[src/design/spq_pkg.sv]
// Shared constants for the scale pitch quantiser.
package spq_pkg;

    localparam int MAX_INTERVALS_DEF = 256;
    localparam int PITCH_WIDTH_DEF   = 32;

    localparam int CFG_IDX_W  = 2;
    localparam int CFG_DATA_W = 16;

    localparam logic [CFG_IDX_W-1:0] CFG_OCT_LEN        = 2'd0;
    localparam logic [CFG_IDX_W-1:0] CFG_INTERVAL_COUNT = 2'd1;
    localparam logic [CFG_IDX_W-1:0] CFG_SCALE_MODE     = 2'd2;

    localparam logic [15:0] OCT_LEN_RST        = 16'd12;
    localparam logic [7:0]  INTERVAL_COUNT_RST = 8'd12;
    localparam logic [7:0]  SCALE_MODE_RST     = 8'd1;

    localparam logic [7:0]  COUNT_LIMIT = 8'd255;

    localparam logic [1:0] STATUS_OK       = 2'd0;
    localparam logic [1:0] STATUS_INVALID  = 2'd1;
    localparam logic [1:0] STATUS_OVERFLOW = 2'd2;

    localparam logic CMD_WRITE = 1'b0;
    localparam logic CMD_MAP   = 1'b1;

    localparam int S_TDATA_W = 56;
    localparam int M_TDATA_W = 40;

endpackage

[src/design/spq_ram.sv]
// Generic single-port RAM with registered read.
module spq_ram #(
    parameter int WIDTH = 8,
    parameter int DEPTH = 256
) (
    input  logic                     aclk,
    input  logic                     we,
    input  logic [$clog2(DEPTH)-1:0] addr,
    input  logic [WIDTH-1:0]         wdata,
    output logic [WIDTH-1:0]         rdata
);

    logic [WIDTH-1:0] mem [DEPTH];

    always_ff @(posedge aclk) begin
        if (we) begin
            mem[addr] <= wdata;
        end
        rdata <= mem[addr];
    end

endmodule

[src/design/spq_divider.sv]
// Restoring serial divider, one quotient bit per cycle.
module spq_divider #(
    parameter int PITCH_WIDTH = spq_pkg::PITCH_WIDTH_DEF
) (
    input  logic                   aclk,
    input  logic                   aresetn,
    input  logic                   start,
    input  logic [PITCH_WIDTH-1:0] dividend,
    input  logic [15:0]            divisor,
    output logic                   done,
    output logic [PITCH_WIDTH-1:0] quotient,
    output logic [15:0]            remainder
);

    localparam int CW = $clog2(PITCH_WIDTH + 1);

    logic [PITCH_WIDTH-1:0] quo_reg, quo_next;
    logic [16:0]            rem_reg, rem_next;
    logic [CW-1:0]          cnt_reg, cnt_next;
    logic                   busy_reg, busy_next;
    logic                   done_reg, done_next;
    logic [16:0]            trial;

    always_comb begin
        quo_next  = quo_reg;
        rem_next  = rem_reg;
        cnt_next  = cnt_reg;
        busy_next = busy_reg;
        done_next = 1'b0;
        trial     = {rem_reg[15:0], quo_reg[PITCH_WIDTH-1]};
        if (start) begin
            quo_next  = dividend;
            rem_next  = '0;
            cnt_next  = CW'(PITCH_WIDTH);
            busy_next = 1'b1;
        end else if (busy_reg) begin
            if (trial >= {1'b0, divisor}) begin
                rem_next = trial - {1'b0, divisor};
                quo_next = {quo_reg[PITCH_WIDTH-2:0], 1'b1};
            end else begin
                rem_next = trial;
                quo_next = {quo_reg[PITCH_WIDTH-2:0], 1'b0};
            end
            cnt_next = cnt_reg - CW'(1);
            if (cnt_reg == CW'(1)) begin
                busy_next = 1'b0;
                done_next = 1'b1;
            end
        end
    end

    always_ff @(posedge aclk) begin
        if (!aresetn) begin
            busy_reg <= 1'b0;
            done_reg <= 1'b0;
            cnt_reg  <= '0;
        end else begin
            busy_reg <= busy_next;
            done_reg <= done_next;
            cnt_reg  <= cnt_next;
        end
        quo_reg <= quo_next;
        rem_reg <= rem_next;
    end

    assign done      = done_reg;
    assign quotient  = quo_reg;
    assign remainder = rem_reg[15:0];

endmodule

[src/design/scale_pitch_quantizer_unit.sv]
// Scale pitch quantiser: top level with sequencer, config registers and interval store.
// Write transfer: stores the interval if its index is in range, then gives the result. Map transfer:
// a validation walk over interval_count entries, the serial divider, a walk over the degrees,
// then multiply and sum. One transfer at a time; s_tready is high only when idle.
// Reset (synchronous, aresetn low): sequencer idle, no result pending, registers to
// octave length 12, interval count 12, scale mode 1; interval store is not cleared.
module scale_pitch_quantizer_unit #(
    parameter int MAX_INTERVALS = spq_pkg::MAX_INTERVALS_DEF,
    parameter int PITCH_WIDTH   = spq_pkg::PITCH_WIDTH_DEF
) (
    input  logic                             aclk,
    input  logic                             aresetn,
    input  logic                             s_tvalid,
    output logic                             s_tready,
    // interval_index[7:0], interval_steps[15:8], pitch_in[47:16], round_up[48], zero pad
    input  logic [spq_pkg::S_TDATA_W-1:0]    s_tdata,
    // command[0]
    input  logic                             s_tuser,
    output logic                             m_tvalid,
    input  logic                             m_tready,
    // mapped_pitch[31:0], status[33:32], zero pad
    output logic [spq_pkg::M_TDATA_W-1:0]    m_tdata,
    input  logic                             cfg_we,
    input  logic [spq_pkg::CFG_IDX_W-1:0]    cfg_index,
    input  logic [spq_pkg::CFG_DATA_W-1:0]   cfg_data
);

    localparam int AW = $clog2(MAX_INTERVALS);
    localparam int OW = PITCH_WIDTH + 18;
    localparam logic [8:0]  MAXI = 9'(MAX_INTERVALS);
    localparam logic signed [63:0] PMAX = (64'sd1 <<< (PITCH_WIDTH - 1)) - 64'sd1;
    localparam logic signed [63:0] PMIN = -PMAX - 64'sd1;

    typedef enum logic [8:0] {
        ST_IDLE     = 9'b000000001,
        ST_VAL_RD   = 9'b000000010,
        ST_VAL_ADD  = 9'b000000100,
        ST_DIV      = 9'b000001000,
        ST_WALK     = 9'b000010000,
        ST_WALK_ADD = 9'b000100000,
        ST_MUL      = 9'b001000000,
        ST_SUM      = 9'b010000000,
        ST_OUT      = 9'b100000000
    } state_t;

    state_t state_reg, state_next;

    logic [15:0] tuning_reg;
    logic [7:0]  count_reg;
    logic [7:0]  mode_reg;

    logic [7:0]  k_reg, k_next;
    logic [16:0] sum_reg, sum_next;
    logic        up_reg, up_next;
    logic        neg_reg, neg_next;
    logic [PITCH_WIDTH-1:0] mag_reg, mag_next;
    logic signed [PITCH_WIDTH:0] oct_reg, oct_next;
    logic [15:0] rem_reg, rem_next;
    logic [16:0] deg_reg, deg_next;
    logic [16:0] prev_reg, prev_next;
    logic [7:0]  widx_reg, widx_next;
    logic signed [OW-1:0] off_reg, off_next;
    logic [31:0] res_reg, res_next;
    logic [1:0]  st_reg, st_next;
    logic        mvalid_reg, mvalid_next;
    logic [31:0] mpitch_reg, mpitch_next;
    logic [1:0]  mstatus_reg, mstatus_next;

    logic        ram_we;
    logic [AW-1:0] ram_addr;
    logic [7:0]  ram_rdata;
    logic        div_start;
    logic        div_done;
    logic [PITCH_WIDTH-1:0] div_quo;
    logic [15:0] div_rem;

    logic        accept;
    logic [7:0]  in_idx;
    logic [7:0]  in_steps;
    logic [PITCH_WIDTH-1:0] in_pitch;
    logic        in_up;
    logic        static_bad;
    logic signed [63:0] off64;
    logic signed [63:0] total64;
    logic signed [OW-1:0] oct_ext;
    logic signed [OW-1:0] len_ext;

    assign in_idx   = s_tdata[7:0];
    assign in_steps = s_tdata[15:8];
    assign in_pitch = s_tdata[16 +: PITCH_WIDTH];
    assign in_up    = s_tdata[48];

    assign s_tready = (state_reg == ST_IDLE);
    assign accept   = s_tvalid && s_tready;

    assign static_bad = (tuning_reg == 16'd0) || ($signed({48'd0, tuning_reg}) > PMAX) ||
                        (count_reg == 8'd0) || (count_reg > spq_pkg::COUNT_LIMIT) ||
                        ({1'b0, count_reg} > MAXI) ||
                        (mode_reg == 8'd0) || (mode_reg > count_reg);

    assign off64   = {{(64-OW){off_reg[OW-1]}}, off_reg};
    assign total64 = off64 + $signed({47'd0, deg_reg});
    assign oct_ext = {{(OW-PITCH_WIDTH-1){oct_reg[PITCH_WIDTH]}}, oct_reg};
    assign len_ext = {{(OW-16){1'b0}}, tuning_reg};

    always_ff @(posedge aclk) begin
        if (!aresetn) begin
            tuning_reg <= spq_pkg::OCT_LEN_RST;
            count_reg  <= spq_pkg::INTERVAL_COUNT_RST;
            mode_reg   <= spq_pkg::SCALE_MODE_RST;
        end else if (cfg_we) begin
            case (cfg_index)
                spq_pkg::CFG_OCT_LEN:        tuning_reg <= cfg_data;
                spq_pkg::CFG_INTERVAL_COUNT: count_reg  <= cfg_data[7:0];
                spq_pkg::CFG_SCALE_MODE:     mode_reg   <= cfg_data[7:0];
                default: ;
            endcase
        end
    end

    always_comb begin
        state_next   = state_reg;
        k_next       = k_reg;
        sum_next     = sum_reg;
        up_next      = up_reg;
        neg_next     = neg_reg;
        mag_next     = mag_reg;
        oct_next     = oct_reg;
        rem_next     = rem_reg;
        deg_next     = deg_reg;
        prev_next    = prev_reg;
        widx_next    = widx_reg;
        off_next     = off_reg;
        res_next     = res_reg;
        st_next      = st_reg;
        mvalid_next  = mvalid_reg && !m_tready;
        mpitch_next  = mpitch_reg;
        mstatus_next = mstatus_reg;
        ram_we       = 1'b0;
        ram_addr     = in_idx[AW-1:0];
        div_start    = 1'b0;

        case (state_reg)
            ST_IDLE: begin
                if (accept) begin
                    res_next = '0;
                    st_next  = spq_pkg::STATUS_OK;
                    up_next  = in_up;
                    neg_next = in_pitch[PITCH_WIDTH-1];
                    mag_next = in_pitch[PITCH_WIDTH-1] ? (~in_pitch + 1'b1) : in_pitch;
                    k_next   = '0;
                    sum_next = '0;
                    if (s_tuser == spq_pkg::CMD_WRITE) begin
                        ram_we     = ({1'b0, in_idx} < MAXI);
                        state_next = ST_OUT;
                    end else if (static_bad) begin
                        st_next    = spq_pkg::STATUS_INVALID;
                        state_next = ST_OUT;
                    end else begin
                        state_next = ST_VAL_RD;
                    end
                end
            end
            ST_VAL_RD: begin
                ram_addr   = k_reg[AW-1:0];
                state_next = ST_VAL_ADD;
            end
            ST_VAL_ADD: begin
                ram_addr = k_reg[AW-1:0];
                sum_next = sum_reg + {9'd0, ram_rdata};
                k_next   = k_reg + 8'd1;
                if (ram_rdata == 8'd0) begin
                    st_next    = spq_pkg::STATUS_INVALID;
                    state_next = ST_OUT;
                end else if (k_next == count_reg) begin
                    if (sum_next != {1'b0, tuning_reg}) begin
                        st_next    = spq_pkg::STATUS_INVALID;
                        state_next = ST_OUT;
                    end else begin
                        div_start  = 1'b1;
                        state_next = ST_DIV;
                    end
                end else begin
                    state_next = ST_VAL_RD;
                end
            end
            ST_DIV: begin
                if (div_done) begin
                    if (neg_reg && div_rem != 16'd0) begin
                        oct_next = -$signed({1'b0, div_quo}) - 2'sd1;
                        rem_next = tuning_reg - div_rem;
                    end else begin
                        oct_next = neg_reg ? -$signed({1'b0, div_quo})
                                           : $signed({1'b0, div_quo});
                        rem_next = div_rem;
                    end
                    deg_next   = '0;
                    prev_next  = '0;
                    widx_next  = mode_reg - 8'd1;
                    state_next = ST_WALK;
                end
            end
            ST_WALK: begin
                ram_addr = widx_reg[AW-1:0];
                if (deg_reg >= {1'b0, rem_reg}) begin
                    if (deg_reg != {1'b0, rem_reg} && !up_reg) begin
                        deg_next = prev_reg;
                    end
                    state_next = ST_MUL;
                end else begin
                    state_next = ST_WALK_ADD;
                end
            end
            ST_WALK_ADD: begin
                ram_addr   = widx_reg[AW-1:0];
                prev_next  = deg_reg;
                deg_next   = deg_reg + {9'd0, ram_rdata};
                widx_next  = (widx_reg + 8'd1 == count_reg) ? 8'd0 : widx_reg + 8'd1;
                state_next = ST_WALK;
            end
            ST_MUL: begin
                off_next   = oct_ext * len_ext;
                state_next = ST_SUM;
            end
            ST_SUM: begin
                if (off64 > PMAX || off64 < PMIN || total64 > PMAX || total64 < PMIN) begin
                    st_next = spq_pkg::STATUS_OVERFLOW;
                end else begin
                    res_next = total64[31:0];
                end
                state_next = ST_OUT;
            end
            ST_OUT: begin
                if (!mvalid_reg || m_tready) begin
                    mvalid_next  = 1'b1;
                    mpitch_next  = (st_reg == spq_pkg::STATUS_OK) ? res_reg : 32'd0;
                    mstatus_next = st_reg;
                    state_next   = ST_IDLE;
                end
            end
            default: state_next = ST_IDLE;
        endcase
    end

    always_ff @(posedge aclk) begin
        if (!aresetn) begin
            state_reg  <= ST_IDLE;
            mvalid_reg <= 1'b0;
        end else begin
            state_reg  <= state_next;
            mvalid_reg <= mvalid_next;
        end
        k_reg       <= k_next;
        sum_reg     <= sum_next;
        up_reg      <= up_next;
        neg_reg     <= neg_next;
        mag_reg     <= mag_next;
        oct_reg     <= oct_next;
        rem_reg     <= rem_next;
        deg_reg     <= deg_next;
        prev_reg    <= prev_next;
        widx_reg    <= widx_next;
        off_reg     <= off_next;
        res_reg     <= res_next;
        st_reg      <= st_next;
        mpitch_reg  <= mpitch_next;
        mstatus_reg <= mstatus_next;
    end

    spq_ram #(
        .WIDTH (8),
        .DEPTH (MAX_INTERVALS)
    ) u_store (
        .aclk  (aclk),
        .we    (ram_we),
        .addr  (ram_addr),
        .wdata (in_steps),
        .rdata (ram_rdata)
    );

    spq_divider #(
        .PITCH_WIDTH (PITCH_WIDTH)
    ) u_div (
        .aclk      (aclk),
        .aresetn   (aresetn),
        .start     (div_start),
        .dividend  (mag_reg),
        .divisor   (tuning_reg),
        .done      (div_done),
        .quotient  (div_quo),
        .remainder (div_rem)
    );

    assign m_tvalid = mvalid_reg;
    assign m_tdata  = {6'd0, mstatus_reg, mpitch_reg};

endmodule

[config.mk]
export PLATFORM = sky130hd
export DESIGN_NAME = scale_pitch_quantizer_unit
export DESIGN_NICKNAME = d
export VERILOG_FILES = /design/src/design/spq_pkg.sv /design/src/design/spq_ram.sv /design/src/design/spq_divider.sv /design/src/design/scale_pitch_quantizer_unit.sv
export SDC_FILE = /design/constraint.sdc
export NUM_CORES = 2
export LEC_CHECK = 0
export BUFFER_PORTS_ARGS = -buffer_cell sky130_fd_sc_hd__buf_2
export CAP_MARGIN = 20
export CORE_MARGIN = 2
export CORE_UTILIZATION = 40
export DETAILED_ROUTE_END_ITERATION = 12
export GPL_TIMING_DRIVEN = 0
export MAX_ROUTING_LAYER = met4
export PLACE_DENSITY = 0.56
export SYNTH_ARGS = -nofsm -noshare
export SYNTH_HDL_FRONTEND = slang
export SYNTH_HIERARCHICAL = 1
export SYNTH_SLANG_ARGS = --single-unit
[constraint.sdc]
create_clock -name aclk -period 19 [get_ports aclk]
set_clock_uncertainty 0.1 [all_clocks]
set_input_delay 1.9 -clock aclk [delete_from_list [all_inputs] [get_ports aclk]]
set_output_delay 1.9 -clock aclk [all_outputs]
set_load 0.03 [all_outputs]
==> summary.md <==
| Metric | Value |
|---|---|
| Peak Freq | `around 110 MHz` |
| DIE AREA | `around 0.3 mm²` |
| FILL cells | `approximately 26000` |
| TritonCTS Buffers | `269` |
| Hold Fails Final Rpt | `0` |
| Layout cell share with drive strength beyond 1 | `0.146` |
| FP Rows | `between 150 and 200` |
| Worst r2r path cells | `23` |
| DRT Pass-1 Iters | `10` |
| All-Layer GR Usage | `0.229` |
| R2R Path Start | `tuning_reg[10]$_SDFFE_PN0P_` |
| Most frequent cells in the layout | `edfxtp_1, inv_1, nand2_1` |
| Adder-cell share of the synthesized area | `0.109` |
| Iter 0 DRT Violations | `roughly 7400` |
| Compound-Gate Fraction of Synth Area | `0.0522` |
| Largest family of logic cells by synthesized area | `adder cells` |
| Xor and xnor area share after synthesis | `0.0200` |
| Post-synth top flop | `edfxtp_1` |
| Seq/Total Area, Yosys | `0.608` |
| EDFF count, synth | `2348` |
| Core ar. | `around 0.29 mm²` |
| Area leader, netlist | `edfxtp_1` |
| Slowest cell on crit path | `a2111oi_2` |
| Drc violations | `0` |
| DP Wirelength | `approximately 240000 µm` |
| CTS resizes | `0` |
| Vias in the first global route | `70066` |
| Area contributors post-synth | `edfxtp_1, mux4_2, fa_1` |
| Leak Pwr | `roughly 0.046 µW` |
| R2r setup slk | `9.87 ns` |
| Critical path data required time | `between 15 and 20 ns` |
| Most common cell after layout, fill and taps aside | `edfxtp_1` |
| Yosys reg bits | `2422` |
| Largest register FFs | `2048` |
| Vias | `69685` |
| Crit path DAT | `around 9.6 ns` |
| Synth warn | `6` |
| Pin count of the biggest net entering global routing | `between 100 and 150` |
| Most common cell on crit path | `fa_1` |
| Multi-input gate area | `approximately 0.042 mm²` |
| Fin. max-slew vios | `0` |
| Maximum VDD drop | `roughly 0.065 mV` |
| CTS tree | `yes` |
| Worst Hold Class | `flop to flop` |
| Netlist cell types | `just over 90` |
| Post-CTS Setup Repair Bufs | `0` |
| Hold EP | `mstatus_reg[0]$_DFFE_PP_` |
| Initial antenna violation count | `19` |
| Area share of the largest cell type after synthesis | `0.595` |
| Clk root buf | `clkbuf_16` |
| Syn_area_per_cell | `approximately 15 µm²` |
| Critical path cell sequence | `clkbuf_1, clkbuf_1, nand2_1, fa_1, inv_1, fa_1, fa_1, fa_1, fa_1, inv_1, fa_1, inv_1, ha_1, a211oi_1, o21bai_1, a21oi_1, o32ai_1, a2111oi_2, o31ai_1, nand4_1, nand2_1, a21oi_1, xnor2_1` |
| Clock transition at path regs | `0.06 ns` |
| Hold path depth | `0` |
| Synth Instances | `between 7000 and 8000` |
| Fin crit share | `0.480` |
| Depth of the CTS H-tree | `5` |
| IO buf count | `between 100 and 150` |
| Synthesized area | `approximately 0.12 mm²` |
| Routability congestion estimate | `0.938` |
| Crit path max fanout | `10` |
| CP startpoint kind | `flop` |
| GRT overflow | `0` |
| # setup viols final | `0` |
| Initial Utilization | `0.402` |
| HP Start | `st_reg[0]$_DFFE_PP_` |
| Critical path class | `flop to flop` |
| Crit. End Element | `flop` |
| Storage cell area | `roughly 0.072 mm²` |
| P&R area growth vs syn | `12.9%` |
| Worst rel slew slack | `0.140` |
| Reg2reg end | `off_reg[49]$_DFFE_PP_` |
| Async SR Flop Fraction | `0` |
| Slew @ Worst Pin | `around 1.3 ns` |
| Die Ht | `about 550 µm` |
| Status | `finished, final reports clean` |
| Cts hold-fix bufs | `0` |
| Simple-gate share of the synthesized area | `0.0696` |
| Power Density | `approximately 98 mW/mm²` |
| DIE WIDTH | `between 500 and 600 µm` |
| RSZ-0062 raised after global routing | `no` |
| Clk buf depth | `4` |
| Final wirelength | `337000 µm` |
| Via density | `roughly 5.6` |
| Critical Path Max Stage Delay | `between 0.8 and 0.9 ns` |
| # IOs | `about 120` |
| Fin crit period | `between 9 and 10 ns` |
| Global-route wire length before repair | `roughly 490000 µm` |
| Mux contribution to synthesized area | `0.103` |
| Fin Setup TNS | `0 ns` |
| Detail Route Antenna Nets | `0` |
| Routed WL per cell | `27.3 µm` |
| Clock Sinks | `2422` |
| Power Total | `13100 µW` |
| Nets | `around 9000` |
| Worst-Skew Late Latency | `roughly 0.9 ns` |
| Max-cap violations | `0` |
cell type report:
cell class,count,area share
Clock inverter,162,0.0123
Clock buffer,315,0.0522
Sequential cell,2422,0.538
Antenna cell,10,0.000187
Inverter,730,0.0205
Tap cell,3919,0.0367
Multi-Input combinational cell,4240,0.314
Buffer,406,0.0135
Timing Repair Buffer,173,0.0124
routing by layer:
layer / wire, µm / GRT usage / up-vias
li1: - / - / 29710
met5: 0 / - / -
met3: 31200 / 0.0538 / 559
met2: 157000 / 0.350 / 2965
met4: 10400 / 0.0645 / 0
met1: 139000 / 0.307 / 36451
worst max path at each step:
stage                                 from  slack [ns]                    end  cells past startpoint
6_report       tuning_reg[10]$_SDFFE_PN0P_        9.87  off_reg[49]$_DFFE_PP_                     23
5_1_grt        tuning_reg[10]$_SDFFE_PN0P_        9.46  off_reg[49]$_DFFE_PP_                     23
4_1_cts        tuning_reg[10]$_SDFFE_PN0P_        9.89  off_reg[49]$_DFFE_PP_                     23
3_5_place_dp   tuning_reg[10]$_SDFFE_PN0P_        9.94  off_reg[49]$_DFFE_PP_                     23
3_3_place_gp    tuning_reg[3]$_SDFFE_PN1P_        8.61  off_reg[49]$_DFFE_PP_                     25
2_1_floorplan  tuning_reg[13]$_SDFFE_PN0P_       12.28  off_reg[46]$_DFFE_PP_                     24
per-stage QoR:
step           area [µm²]  hold slack (ns)  utilization  worst slack (ns)  std cells
5_1_grt            134000            0.380        0.454              9.46      12369
3_3_place_gp       124000            0.337        0.421              8.61      11825
3_5_place_dp       125000            0.350        0.425              9.94      11885
6_report           134000            0.376        0.454              9.87      12377
4_1_cts            134000            0.366        0.454              9.89      12362
2_1_floorplan      118000            0.327            -             12.28       7798
synth_stat cells (26+ instances only):
cell type / number
nand3_1: 76
mux4_2: 512
buf_2: 38
mux2i_1: 32
clkbuf_1: 294
dfxtp_1: 74
o41ai_1: 38
mux2_2: 34
a21oi_1: 256
nor3_1: 83
buf_1: 33
inv_1: 730
nand4_1: 46
nand2_1: 596
edfxtp_1: 2348
a22oi_1: 265
nor2_1: 441
and2_1: 263
o21ai_0: 121
nand2b_1: 31
a21boi_0: 26
xor2_1: 85
nor2b_1: 43
and3_1: 27
nor4_1: 36
xnor2_1: 180
ha_1: 215
a211oi_1: 27
fa_1: 508
a21o_1: 39
kinds of logic after synthesis:
logic type               after synthesis
XOR/XNOR                             267
flip-flops                          2422
AND/OR/NAND/NOR                     1739
multiplexers                         578
buffers and inverters               1136
adder cells (fa/ha/maj)              723
AO/OA/AOI/OAI                        927
other                                  1
where the power goes:
group	internal [µW]	leakage, µW	switching (µW)
sequential	5980	0.0217	54.4
clock	2910	0.00419	2180
combinational	735	0.0203	1230
total	9630	0.0462	3470
critical path, delay by kind of cell (launching register included):
| kind | cells | cell delay [ns] |
|---|---|---|
| AO/OA/AOI/OAI | 7 | 2.30 |
| AND/OR/NAND/NOR | 3 | 0.48 |
| buffers and inverters | 5 | 1.80 |
| flip-flops | 1 | 0.41 |
| XOR/XNOR | 1 | 0.23 |
| adder cells (fa/ha/maj) | 7 | 3.52 |
(Power assumes the default switching activity.)
